<file path="src/rtl/core/osp_pkg.sv">
// Shared types, codes and widths of the object settle and phase capture block.
package osp_pkg;

  localparam int COORD_BITS = 16;
  localparam int CFG_W      = 33;
  localparam int COUNT_W    = 8;
  localparam int RUN_W      = COUNT_W + 1;
  localparam int DIST_W     = 2 * COORD_BITS + 1;
  localparam int CMP_W      = (DIST_W > CFG_W) ? DIST_W : CFG_W;

  typedef logic signed [COORD_BITS-1:0] coord_t;

  typedef enum logic [1:0] {
    OP_SAMPLE  = 2'd0,
    OP_REQUEST = 2'd1,
    OP_DONE    = 2'd2,
    OP_NONE    = 2'd3
  } op_t;

  typedef enum logic [1:0] {
    LATCH_NONE  = 2'd0,
    LATCH_GOAL  = 2'd1,
    LATCH_START = 2'd2,
    LATCH_FINAL = 2'd3
  } latch_t;

  localparam logic [3:0] PH_GOAL   = 4'd0;
  localparam logic [3:0] PH_START  = 4'd1;
  localparam logic [3:0] PH_READY  = 4'd2;
  localparam logic [3:0] PH_MOVE   = 4'd3;
  localparam logic [3:0] PH_FINAL  = 4'd7;
  localparam logic [3:0] PH_REVIEW = 4'd8;
  localparam logic [3:0] REQ_MOVE  = 4'd3;
  localparam logic [3:0] REQ_RESET = 4'd9;

  typedef enum logic [1:0] {
    REG_MARGIN_SQ    = 2'd0,
    REG_TRAVEL_SQ    = 2'd1,
    REG_SETTLE_COUNT = 2'd2
  } reg_idx_t;

  localparam logic [CFG_W-1:0]   MARGIN_SQ_RST    = 33'd15099;
  localparam logic [CFG_W-1:0]   TRAVEL_SQ_RST    = 33'd671089;
  localparam logic [COUNT_W-1:0] SETTLE_COUNT_RST = 8'd10;

  typedef struct packed {
    logic [CFG_W-1:0]   margin_sq;
    logic [CFG_W-1:0]   travel_sq;
    logic [COUNT_W-1:0] settle_count;
  } osp_cfg_t;

endpackage

</file>
<file path="src/rtl/core/osp_if.sv">
// Channel interfaces: sample input, result output and register write port.
interface osp_in_if import osp_pkg::*; ();
  logic       valid;
  logic       ready;
  logic [1:0] operation;
  coord_t     pos_x;
  coord_t     pos_y;
  logic       present;
  logic [3:0] requested_phase;

  modport source (output valid, operation, pos_x, pos_y, present, requested_phase,
                  input ready);
  modport sink   (input valid, operation, pos_x, pos_y, present, requested_phase,
                  output ready);
endinterface

interface osp_out_if import osp_pkg::*; ();
  logic       valid;
  logic       ready;
  logic [3:0] phase;
  logic       settled;
  logic [1:0] latch_kind;
  coord_t     latched_x;
  coord_t     latched_y;

  modport source (output valid, phase, settled, latch_kind, latched_x, latched_y,
                  input ready);
  modport sink   (input valid, phase, settled, latch_kind, latched_x, latched_y,
                  output ready);
endinterface

interface osp_cfg_if import osp_pkg::*; ();
  logic             valid;
  logic             ready;
  logic [1:0]       index;
  logic [CFG_W-1:0] data;

  modport source (output valid, index, data, input ready);
  modport sink   (input valid, index, data, output ready);
endinterface

</file>
<file path="src/rtl/core/osp_cfg_regs.sv">
// Configuration registers written through the register write channel.
module osp_cfg_regs import osp_pkg::*; (
  input  logic      clk,
  input  logic      rst,
  osp_cfg_if.sink   cfg,
  output osp_cfg_t  regs
);

  assign cfg.ready = 1'b1;

  always_ff @(posedge clk) begin
    if (rst) begin
      regs.margin_sq    <= MARGIN_SQ_RST;
      regs.travel_sq    <= TRAVEL_SQ_RST;
      regs.settle_count <= SETTLE_COUNT_RST;
    end else if (cfg.valid) begin
      case (reg_idx_t'(cfg.index))
        REG_MARGIN_SQ:    regs.margin_sq    <= cfg.data;
        REG_TRAVEL_SQ:    regs.travel_sq    <= cfg.data;
        REG_SETTLE_COUNT: regs.settle_count <= cfg.data[COUNT_W-1:0];
        default: ;
      endcase
    end
  end

endmodule

</file>
<file path="src/rtl/core/osp_dist.sv">
// Squared Euclidean distance between two signed coordinate pairs.
module osp_dist import osp_pkg::*; (
  input  coord_t            ax,
  input  coord_t            ay,
  input  coord_t            bx,
  input  coord_t            by,
  output logic [DIST_W-1:0] sq_sum
);

  logic signed [COORD_BITS:0] diff_x, diff_y;
  logic        [COORD_BITS:0] abs_x, abs_y;
  logic        [2*COORD_BITS-1:0] sq_x, sq_y;

  always_comb begin
    diff_x = {ax[COORD_BITS-1], ax} - {bx[COORD_BITS-1], bx};
    diff_y = {ay[COORD_BITS-1], ay} - {by[COORD_BITS-1], by};
    abs_x  = diff_x[COORD_BITS] ? -diff_x : diff_x;
    abs_y  = diff_y[COORD_BITS] ? -diff_y : diff_y;
    // The magnitude always fits in COORD_BITS unsigned bits.
    sq_x   = abs_x[COORD_BITS-1:0] * abs_x[COORD_BITS-1:0];
    sq_y   = abs_y[COORD_BITS-1:0] * abs_y[COORD_BITS-1:0];
    sq_sum = {1'b0, sq_x} + {1'b0, sq_y};
  end

endmodule

</file>
<file path="src/rtl/core/osp_core.sv">
// Input register, settle tracking, phase machine and result register.
module osp_core import osp_pkg::*; (
  input  logic     clk,
  input  logic     rst,
  input  osp_cfg_t regs,
  osp_in_if.sink   samples,
  osp_out_if.source results
);

  // Input register.
  logic       s_valid;
  logic [1:0] s_op;
  coord_t     s_x, s_y;
  logic       s_present;
  logic [3:0] s_req;

  // Block state.
  logic [3:0]       phase;
  logic             primed;
  logic [RUN_W-1:0] close_run;
  coord_t           ref_x, ref_y, snap_x, snap_y;

  logic [3:0]       phase_next;
  logic             primed_next;
  logic [RUN_W-1:0] close_run_next;
  coord_t           ref_x_next, ref_y_next, snap_x_next, snap_y_next;

  logic             settled_next;
  latch_t           kind_next;
  coord_t           lx_next, ly_next;

  logic [DIST_W-1:0] near_dist, travel_dist;
  logic [COORD_BITS:0] sum_x, sum_y;
  logic [RUN_W-1:0] run_inc;
  logic             is_near, far_enough, proc, in_fire;

  assign proc          = s_valid && (!results.valid || results.ready);
  assign samples.ready = !s_valid || proc;
  assign in_fire       = samples.valid && samples.ready;

  osp_dist u_near (
    .ax(ref_x), .ay(ref_y), .bx(s_x), .by(s_y), .sq_sum(near_dist)
  );

  osp_dist u_travel (
    .ax(s_x), .ay(s_y), .bx(snap_x), .by(snap_y), .sq_sum(travel_dist)
  );

  always_comb begin
    is_near    = CMP_W'(near_dist) < CMP_W'(regs.margin_sq);
    far_enough = CMP_W'(travel_dist) > CMP_W'(regs.travel_sq);
    run_inc    = close_run + 1'b1;
    // Floor average is the arithmetic shift of the widened sum.
    sum_x      = {s_x[COORD_BITS-1], s_x} + {ref_x[COORD_BITS-1], ref_x};
    sum_y      = {s_y[COORD_BITS-1], s_y} + {ref_y[COORD_BITS-1], ref_y};

    phase_next     = phase;
    primed_next    = primed;
    close_run_next = close_run;
    ref_x_next     = ref_x;
    ref_y_next     = ref_y;
    snap_x_next    = snap_x;
    snap_y_next    = snap_y;
    settled_next   = 1'b0;
    kind_next      = LATCH_NONE;
    lx_next        = '0;
    ly_next        = '0;

    case (op_t'(s_op))
      OP_SAMPLE: begin
        if (!primed) begin
          ref_x_next     = s_x;
          ref_y_next     = s_y;
          primed_next    = 1'b1;
          close_run_next = '0;
        end else if (!s_present) begin
          close_run_next = '0;
        end else if (is_near) begin
          close_run_next = run_inc;
          if (run_inc > {1'b0, regs.settle_count}) begin
            close_run_next = '0;
            settled_next   = 1'b1;
            if (phase == PH_GOAL) begin
              kind_next   = LATCH_GOAL;
              snap_x_next = s_x;
              snap_y_next = s_y;
              phase_next  = PH_START;
            end else if (phase == PH_START && far_enough) begin
              kind_next  = LATCH_START;
              phase_next = PH_READY;
            end else if (phase == PH_FINAL) begin
              kind_next  = LATCH_FINAL;
              phase_next = PH_REVIEW;
            end
            if (kind_next != LATCH_NONE) begin
              lx_next = sum_x[COORD_BITS:1];
              ly_next = sum_y[COORD_BITS:1];
            end
          end
        end else begin
          ref_x_next     = s_x;
          ref_y_next     = s_y;
          close_run_next = '0;
        end
      end
      OP_REQUEST: begin
        if (phase == PH_READY && s_req == REQ_MOVE) begin
          phase_next = PH_MOVE;
        end else if (phase == PH_REVIEW && s_req == REQ_RESET) begin
          phase_next = PH_GOAL;
        end
      end
      OP_DONE: begin
        if (phase == PH_MOVE) begin
          phase_next = PH_FINAL;
        end
      end
      default: ;
    endcase
  end

  always_ff @(posedge clk) begin
    if (rst) begin
      s_valid       <= 1'b0;
      results.valid <= 1'b0;
      phase         <= PH_GOAL;
      primed        <= 1'b0;
      close_run     <= '0;
      ref_x         <= '0;
      ref_y         <= '0;
      snap_x        <= '0;
      snap_y        <= '0;
    end else begin
      if (in_fire) begin
        s_valid <= 1'b1;
      end else if (proc) begin
        s_valid <= 1'b0;
      end
      if (proc) begin
        results.valid <= 1'b1;
        phase         <= phase_next;
        primed        <= primed_next;
        close_run     <= close_run_next;
        ref_x         <= ref_x_next;
        ref_y         <= ref_y_next;
        snap_x        <= snap_x_next;
        snap_y        <= snap_y_next;
      end else if (results.ready) begin
        results.valid <= 1'b0;
      end
    end
  end

  always_ff @(posedge clk) begin
    if (in_fire) begin
      s_op      <= samples.operation;
      s_x       <= samples.pos_x;
      s_y       <= samples.pos_y;
      s_present <= samples.present;
      s_req     <= samples.requested_phase;
    end
    if (proc) begin
      results.phase      <= phase_next;
      results.settled    <= settled_next;
      results.latch_kind <= kind_next;
      results.latched_x  <= lx_next;
      results.latched_y  <= ly_next;
    end
  end

endmodule

</file>
<file path="src/rtl/core/object_settle_phase_capture_top.sv">
// Top level of the object settle and phase capture block.
//
//  Channel   Direction  Word
//  samples   in         operation, pos_x, pos_y, present, requested_phase
//  results   out        phase, settled, latch_kind, latched_x, latched_y
//  cfg       in         index, data (margin_sq, travel_sq, settle_count)
//
// One word is accepted per clock while the result channel is not stalled; a taken word goes
// from the input register through the state update to the result register once it is free.
// The throughput is set by the single state update from the input register
// to the result register.
// Reset is synchronous and clears the pipeline, the phase and the settle state,
// and loads the register defaults.
// A stalled result holds in the output register while the input register takes one more word.
module object_settle_phase_capture_top import osp_pkg::*; (
  input  logic      clk,
  input  logic      rst,
  osp_in_if.sink    samples,
  osp_out_if.source results,
  osp_cfg_if.sink   cfg
);

  osp_cfg_t regs;

  osp_cfg_regs u_cfg (
    .clk  (clk),
    .rst  (rst),
    .cfg  (cfg),
    .regs (regs)
  );

  osp_core u_core (
    .clk     (clk),
    .rst     (rst),
    .regs    (regs),
    .samples (samples),
    .results (results)
  );

endmodule

</file>
<file path="src/flat_wrapper.sv">
// flat-port wrapper written by rule: the top's interface ports become plain ports
module object_settle_phase_capture_top_flat import osp_pkg::*;
  (clk, rst, samples_valid, samples_operation, samples_pos_x, samples_pos_y, samples_present, samples_requested_phase, samples_ready, results_valid, results_phase, results_settled, results_latch_kind, results_latched_x, results_latched_y, results_ready, cfg_valid, cfg_index, cfg_data, cfg_ready);
  osp_in_if samples_i ();
  osp_out_if results_i ();
  osp_cfg_if cfg_i ();
  input  logic clk;
  input  logic rst;
  input wire logic [$bits(samples_i.valid)-1:0] samples_valid;
  input wire logic [$bits(samples_i.operation)-1:0] samples_operation;
  input wire logic [$bits(samples_i.pos_x)-1:0] samples_pos_x;
  input wire logic [$bits(samples_i.pos_y)-1:0] samples_pos_y;
  input wire logic [$bits(samples_i.present)-1:0] samples_present;
  input wire logic [$bits(samples_i.requested_phase)-1:0] samples_requested_phase;
  output wire logic [$bits(samples_i.ready)-1:0] samples_ready;
  output wire logic [$bits(results_i.valid)-1:0] results_valid;
  output wire logic [$bits(results_i.phase)-1:0] results_phase;
  output wire logic [$bits(results_i.settled)-1:0] results_settled;
  output wire logic [$bits(results_i.latch_kind)-1:0] results_latch_kind;
  output wire logic [$bits(results_i.latched_x)-1:0] results_latched_x;
  output wire logic [$bits(results_i.latched_y)-1:0] results_latched_y;
  input wire logic [$bits(results_i.ready)-1:0] results_ready;
  input wire logic [$bits(cfg_i.valid)-1:0] cfg_valid;
  input wire logic [$bits(cfg_i.index)-1:0] cfg_index;
  input wire logic [$bits(cfg_i.data)-1:0] cfg_data;
  output wire logic [$bits(cfg_i.ready)-1:0] cfg_ready;
  assign samples_i.valid = samples_valid;
  assign samples_i.operation = samples_operation;
  assign samples_i.pos_x = samples_pos_x;
  assign samples_i.pos_y = samples_pos_y;
  assign samples_i.present = samples_present;
  assign samples_i.requested_phase = samples_requested_phase;
  assign samples_ready = samples_i.ready;
  assign results_valid = results_i.valid;
  assign results_phase = results_i.phase;
  assign results_settled = results_i.settled;
  assign results_latch_kind = results_i.latch_kind;
  assign results_latched_x = results_i.latched_x;
  assign results_latched_y = results_i.latched_y;
  assign results_i.ready = results_ready;
  assign cfg_i.valid = cfg_valid;
  assign cfg_i.index = cfg_index;
  assign cfg_i.data = cfg_data;
  assign cfg_ready = cfg_i.ready;
  object_settle_phase_capture_top u_core (.clk(clk), .rst(rst), .samples(samples_i), .results(results_i), .cfg(cfg_i));
endmodule
</file>
<file path="config.mk">
export PLATFORM = sky130hd
export DESIGN_NAME = object_settle_phase_capture_top_flat
export DESIGN_NICKNAME = d
export VERILOG_FILES = /design/src/rtl/core/osp_pkg.sv /design/src/rtl/core/osp_if.sv /design/src/rtl/core/osp_cfg_regs.sv /design/src/rtl/core/osp_dist.sv /design/src/rtl/core/osp_core.sv /design/src/rtl/core/object_settle_phase_capture_top.sv /design/src/flat_wrapper.sv
export SDC_FILE = /design/constraint.sdc
export NUM_CORES = 2
export LEC_CHECK = 0
export BUFFER_PORTS_ARGS = -buffer_cell sky130_fd_sc_hd__buf_2
export CAP_MARGIN = 20
export CORE_UTILIZATION = 30
export CTS_CLUSTER_SIZE = 28
export DETAILED_ROUTE_END_ITERATION = 10
export PLACE_DENSITY = 0.49
export REMOVE_ABC_BUFFERS = 1
export SYNTH_ARGS = -nofsm -noshare
export SYNTH_HDL_FRONTEND = slang
export SYNTH_SLANG_ARGS = --single-unit
</file>
<file path="constraint.sdc">
create_clock -name clk -period 14.1 [get_ports clk]
set_input_delay 2.82 -clock clk [delete_from_list [all_inputs] [get_ports clk]]
set_output_delay 2.82 -clock clk [all_outputs]
set_load 0.005 [all_outputs]
</file>
* After elaboration in Yosys (flattened, before gate mapping) *
Cells that the tools add are included.

operators by class
  $add $sub $neg = 13
  $mul = 4
  div/mod/pow operators = 0
  $lt $le $gt $ge = 3
  eq/ne operators = 13
  shift-type cells = 0
  muxes and demuxes = 38
  bitwise gates (word level) = 0
  reduce and logical (&&, ||, !) cells = 24

operators with widths
  kind                                           count
  two-way mux 16 bit                             10
  multiplier 16 x 16 -> 32 bit                   4
  subtractor 16 x 16 -> 17 bit                   4
  adder 32 x 32 -> 33 bit                        2
  negator 16 bit                                 4
  two-way mux 4 bit                              10
  two-way mux 9 bit                              4
  adder 16 x 16 -> 17 bit                        2
  greater-than comparator 33 bit                 1
  less-than comparator 33 bit                    1
  two-way mux 2 bit                              8
  == test 4 x 2 -> 1 bit, second input constant  3
  case mux 4 bit (3 select lines)                1
  adder 9 x 1 -> 9 bit, second input constant    1
  greater-than comparator 9 x 8 -> 1 bit         1
  == test 4 bit, second input constant           2
  AND reduction 2 bit                            4
  AND reduction 4 bit                            2
  AND reduction 7 bit                            1
  AND reduction 6 bit                            1
  nonzero test 2 bit                             3
  logical AND 1 bit                              5
  two-way mux 1 bit                              5
  AND reduction 5 bit                            1
  other kinds (9)                                15

word-level totals
  register bits after elaboration = 232
  bits in latches = 0
  bits in writable memories = 0
  memory bits (read-only) = 0
  bits of input ports = 79
  output and inout bits = 42
  word-level logic and storage cells = 117
  memories kept = 0

* Depth between registers and ports, before layout *
  word-level depth = 16
  depth in mapped cells = 61
  gate-level depth less buffers = 58

* Modules after synthesis *
From an unflattened synthesis, not the netlist that was laid out.

unflattened totals
  cell total of the unflattened synthesis = 5,159
  area, all modules = 46,433.3 um2

by module, submodules not included
  module                             instances  cells an instance  area an instance (um2)  sequential area each (um2)
  osp_dist (u_core.u_core.u_near)    1          2,001              17,331.6                0.0
  osp_dist (u_core.u_core.u_travel)  1          1,964              17,070.1                0.0
  osp_core                           1          897                8,969.9                 3,943.8
  osp_cfg_regs                       1          297                3,061.7                 1,481.4

* Worst setup path before layout *
OpenSTA, ideal clock, no wires.

  path kind = register to register
  start point = register u_core.u_core.s_x[0]
  end point = register u_core.u_core.snap_x[0]
  setup time = 0.070 ns
  arrival time = 11.962 ns
  required time = 14.030 ns
  path slack = 2.068 ns
  cell stages (with the launch flop) = 60
  buffers on the path = 4
  period minus slack after synthesis = 12.032 ns
  cells stage by stage = edfxtp_1 -> ha_1 -> inv_1 -> fa_1 -> a21o_1 -> a21oi_1 -> o211a_1 -> o311ai_0 -> o211ai_1 -> a21oi_1 -> nor3_1 -> mux2i_1 -> buf_2 -> nor2_1 -> xnor2_1 -> inv_1 -> clkbuf_1 -> nor2_1 -> [24 not listed] -> nand2b_1 -> a21oi_1 -> xnor2_1 -> ha_1 -> nand4_1 -> nor2_1 -> nand3_1 -> nor3_1 -> a2111oi_0 -> o21ai_0 -> a21oi_1 -> o211ai_1 -> nor2_1 -> and3_1 -> clkbuf_1 -> clkbuf_1 -> nand2_1 -> a21oi_1

on the way
  cells in the longest elaborated chain, start to end = 7

ends and longest elaborated chain
  element                        line             source
  start, declared                osp_core.sv:13   coord_t s_x, s_y;
  start signal, assigned         osp_core.sv:157  s_x <= samples.pos_x;
  subtractor 16 x 16 -> 17 bit   osp_dist.sv:15   diff_x = {ax[COORD_BITS-1], ax} - {bx[COORD_BITS-1], bx};
  negator 16 bit                 osp_dist.sv:17   abs_x = diff_x[COORD_BITS] ? -diff_x : diff_x;
  two-way mux 16 bit             osp_dist.sv:17
  multiplier 16 x 16 -> 32 bit   osp_dist.sv:20   sq_x = abs_x[COORD_BITS-1:0] * abs_x[COORD_BITS-1:0];
  adder 32 x 32 -> 33 bit        osp_dist.sv:22   sq_sum = {1'b0, sq_x} + {1'b0, sq_y};
  less-than comparator 33 bit    osp_core.sv:50   is_near = CMP_W'(near_dist) < CMP_W'(regs.margin_sq);
  AND reduction 7 bit (no line)  --
  end signal, assigned           osp_core.sv:146  snap_x <= snap_x_next;
  end, declared                  osp_core.sv:21   coord_t ref_x, ref_y, snap_x, snap_y;

Parallel ways exist; a longest one is shown, timed or not.
A chain may end at the register's enable or synchronous reset.

* Worst setup path in the final report *
  start point = register u_core.u_core.s_x[0]
  end point = register u_core.u_core.results.latched_y[2], data pin

on the way
  cells in the longest elaborated chain, start to end = 16
  elaborated cells between the ends (all ways) = 22
  those cells by class = 6 x add/sub; 2 x mul; 2 x order compare; 9 x mux; 3 x reduce/logical

ends and longest elaborated chain
  element                            line             source
  subtractor 16 x 16 -> 17 bit       osp_dist.sv:15
  negator 16 bit                     osp_dist.sv:17
  two-way mux 16 bit                 osp_dist.sv:17
  multiplier 16 x 16 -> 32 bit       osp_dist.sv:20
  adder 32 x 32 -> 33 bit            osp_dist.sv:22
  greater-than comparator 33 bit     osp_core.sv:51   far_enough = CMP_W'(travel_dist) > CMP_W'(regs.travel_sq);
  logical AND 1 bit                  osp_core.sv:88   end else if (phase == PH_START && far_enough) begin
  two-way mux 2 bit                  osp_core.sv:88
  two-way mux 2 bit                  osp_core.sv:83   if (phase == PH_GOAL) begin
  two-way mux 2 bit                  osp_core.sv:80   if (run_inc > {1'b0, regs.settle_count}) begin
  two-way mux 2 bit                  osp_core.sv:78   end else if (is_near) begin
  two-way mux 2 bit                  osp_core.sv:76   end else if (!s_present) begin
  two-way mux 2 bit                  osp_core.sv:71   if (!primed) begin
  two-way mux 2 bit                  osp_core.sv:69   case (op_t'(s_op))
  nonzero test 2 bit                 osp_core.sv:95   if (kind_next != LATCH_NONE) begin
  AND reduction 6 bit (no line) (*)  --
  end signal, assigned               osp_core.sv:167  results.latched_y <= ly_next;
  end, declared                      osp_if.sv:26     modport source (output valid, phase, settled, latch_kind, latched_x, latched_y,

Mark *: on every way between the ends. The rest lies on a longest branch, timed or not. The select of a mux whose other input is x is not followed.

==> results.md <==
* Post-synth EDFFs at 78
* Unrepaired setup endpoints after global routing: no
* Worst setup EP type: flop
* Total CTS buffers at 28
* Final setup viols at 0
* Crit-path slowest cell: xor2_1
* First-pass iteration count of the detailed router at 5
* Highest Signal Layer: met5
* Met2 Routed Length at 54.1 mm
* Final antenna-violating net count at 0
* CP required at 14.42 ns
* Rows at 141
* Critical path's most frequent cell: fa_1
* Final min period at 13.29 ns
* Final net count at 6611
* Die height at 389 µm
* Largest net degree at the start of global routing at 65
* Fin cells at 7144
* Main synth FF type: dfxtp_1
* Vias per cell at 4.63
* Vias in the first global route at 34400
* Area grow syn2layout at 9.63%
* Drt wl/cell at 17.9 µm
* Initial DRC Count at 2041
* Gr usage total at 17.1%
* Die area at 151000 µm²
* Final Max Slew Viols at 0
* CTS tree: built
* Critical path arrival at 13.61 ns
* RD Place Congestion at 0.865
* Mapped Cells at 5074
* CP peak stage delay at 0.79 ns
* Slew @ Worst Pin at 1.09 ns
* Final hold vios at 0
* Period utilization at 94.3%
* FMAX at 75.2 MHz
* Max_cap viols at 0
* H-tree depth at 1
* Routed wl met3 at 7.98 mm
* Hold Buf Count CTS at 0
* Max Buffers Root-to-Sink at 3
* # DRC at 0
* Layout cells sized above 1 at 7.29%
* Clock skew at 0.0152 ns
* CTS sink count at 232
* Hold Crit Class: flop to flop
* Clock Pin Slew Worst Setup and Hold Paths at 0.06 ns
* Yosys warning total at 0
* Clock root buffer master: clkbuf_16
* Relative slew margins at 25.4%
* Cell area after synthesis at 44900 µm²
* Status: completed
* Post-synth ARST share at 0%
* Post-Syn Area per Cell at 8.85 µm²
* Core Box Area at 148000 µm²
* Worst-path fanout max at 32
* Via count at 33000
* Yosys cell types at 90
* # diodes at 0
* Post-synthesis sequential area ratio at 12.1%
* Total instance count after detailed placement at 7091
* Setup tns final at 0 ns
* GR Overflow Total at 0
* First-pass GRT wire length at 200 mm
* CP Class: flop to flop
* Routed metal-1 wire length at 63.3 mm
* Port bufs at 119
* Initial antenna violation count at 6
* Skew-Pair Late Insertion Delay at 0.59 ns
* I/O pin count at 121
* Chip width at 389 µm
* DP HPWL at 109 mm
* FF+latch count, synth at 232
* Starting Density at 30.3%
* Worst setup SP type: flop
* Wirelength, routed at 128 mm
==> synth_stat cells, types with 5 or more instances <==
cell	n	share of area, %
o31a_1	5	0.098
o21a_1	42	0.70
or2_2	51	0.71
xor2_1	66	1.3
o21ai_0	71	0.79
nand3_1	37	0.41
o21ai_1	8	0.089
clkbuf_1	115	0.96
a31o_2	5	0.098
and2_1	15	0.21
nor4_1	7	0.098
o41ai_1	6	0.12
clkinv_1	11	0.092
a211oi_1	9	0.15
nand2b_1	58	0.81
xnor2_1	139	2.7
mux2i_1	9	0.20
a211o_1	21	0.41
and3_1	14	0.20
o211ai_1	16	0.27
a21o_1	74	1.2
a2111oi_0	11	0.21
nor3_1	36	0.40
edfxtp_1	78	5.2
a21oi_1	239	2.7
nor3b_1	5	0.084
buf_2	10	0.11
inv_2	7	0.059
nand3b_1	11	0.18
ha_1	554	15
dfxtp_1	154	6.9
inv_1	1265	11
o31ai_1	14	0.23
nor2_1	577	4.8
nor2b_1	38	0.53
o21bai_1	21	0.35
a31oi_1	12	0.17
fa_1	784	35
nand2_1	347	2.9
or3_1	23	0.32
nand4_1	15	0.21
==> final timing paths <==
| check | from | endpoint | slack, ns | cells past startpoint |
|---|---|---|---|---|
| setup / recovery | u_core.u_core.s_x[0]$_DFFE_PP_ | u_core.u_core.results.latched_y[2]$_SDFFCE_PN0P_ | 0.81 | 47 |
| hold / removal | u_core.u_core.snap_y[11]$_SDFFE_PP0P_ | u_core.u_core.snap_y[11]$_SDFFE_PP0P_ | 0.45 | 2 |
| setup reg to reg | u_core.u_core.s_x[0]$_DFFE_PP_ | u_core.u_core.results.latched_y[2]$_SDFFCE_PN0P_ | 0.81 | 47 |
| hold reg to reg | u_core.u_core.snap_y[11]$_SDFFE_PP0P_ | u_core.u_core.snap_y[11]$_SDFFE_PP0P_ | 0.45 | 2 |
==> state kept, by name (all words and copies together), names as in the netlist, 4 cells and up <==
register and count:
u_core.u_core.results.latched_x 16, u_core.u_cfg.regs 74, u_core.u_core.ref_y 16, u_core.u_core.ref_x 16, u_core.u_core.close_run 9, u_core.u_core.snap_y 16, u_core.u_core.s_req 4, u_core.u_core.snap_x 16
u_core.u_core.s_y 16, u_core.u_core.phase 4, u_core.u_core.s_x 16, u_core.u_core.results.latched_y 16, u_core.u_core.results.phase 4
==> worst max-delay path: cells and delay by family (launching register included) <==
kind | cells | cell delay, ns
buf+inv | 7 | 0.60
simple gates | 7 | 1.29
flops | 1 | 0.45
compound gates | 18 | 3.79
fa+ha+maj | 12 | 5.31
xor+xnor | 3 | 1.49
==> layout make-up <==
class	instances	area (µm²)
Clock buffer	35	778
Fill cell	15600	99000
Timing Repair Buffer	218	1370
Tap cell	1930	2410
Multi-Input combinational cell	3431	34300
Inverter	1283	4820
Sequential cell	232	5430
Clock inverter	15	165
==> layer usage <==
| metal | track usage [%] | up-vias |
|---|---|---|
| met5 | 0 | - |
| met4 | 2.86 | 4 |
| met3 | 2.95 | 115 |
| met2 | 25.7 | 772 |
| met1 | 25.6 | 16400 |
| li1 | - | 15800 |
==> what timing repair did <==
action | 4_1_cts | 5_1_grt
buffers inserted | 0 | 2
gates resized for setup | 0 | 17
setup endpoints to repair | 0 | 77
==> stage by stage <==
step | hold slack, ns | setup WS, ns | instance area [µm²] | utilization, %
3_3_place_gp | 0.440 | 0.546 | 48200 | 32.5
5_1_grt | 0.461 | 0.0468 | 49200 | 33.2
2_1_floorplan | 0.426 | 0.961 | 44400 | -
4_1_cts | 0.451 | 0.424 | 49100 | 33.2
3_5_place_dp | 0.443 | 0.496 | 48200 | 32.5
6_report | 0.451 | 0.807 | 49200 | 33.2
==> placed cells by master, fill, tap and decap left out, types with 42 or more instances in the layout <==
| master | instances |
|---|---|
| dfxtp_1 | 154 |
| buf_4 | 97 |
| edfxtp_1 | 78 |
| or2_2 | 51 |
| a21oi_1 | 236 |
| buf_2 | 118 |
| xor2_1 | 66 |
| xnor2_1 | 138 |
| nand2_1 | 347 |
| ha_1 | 554 |
| nor2_1 | 576 |
| nand2b_1 | 58 |
| o21a_1 | 42 |
| inv_1 | 1265 |
| o21ai_0 | 70 |
| a21o_1 | 74 |
| fa_1 | 784 |
==> cell families (layout without fill, tap and decap cells) <==
family          count (synthesis)  after routing  synth area share, %
flops                         232            232                 12.1
buf+inv                      1411           1551                 11.8
compound gates                614            614                 8.92
other cells                     1              1              0.00835
simple gates                 1257           1257                 12.3
mux                            13             13                0.301
fa+ha+maj                    1338           1338                 50.4
xor+xnor                      208            208                 4.12
Power is left out: the tool's default activity adds up to more than one toggle a clock period on the data nets, which glitch-free logic cannot reach.
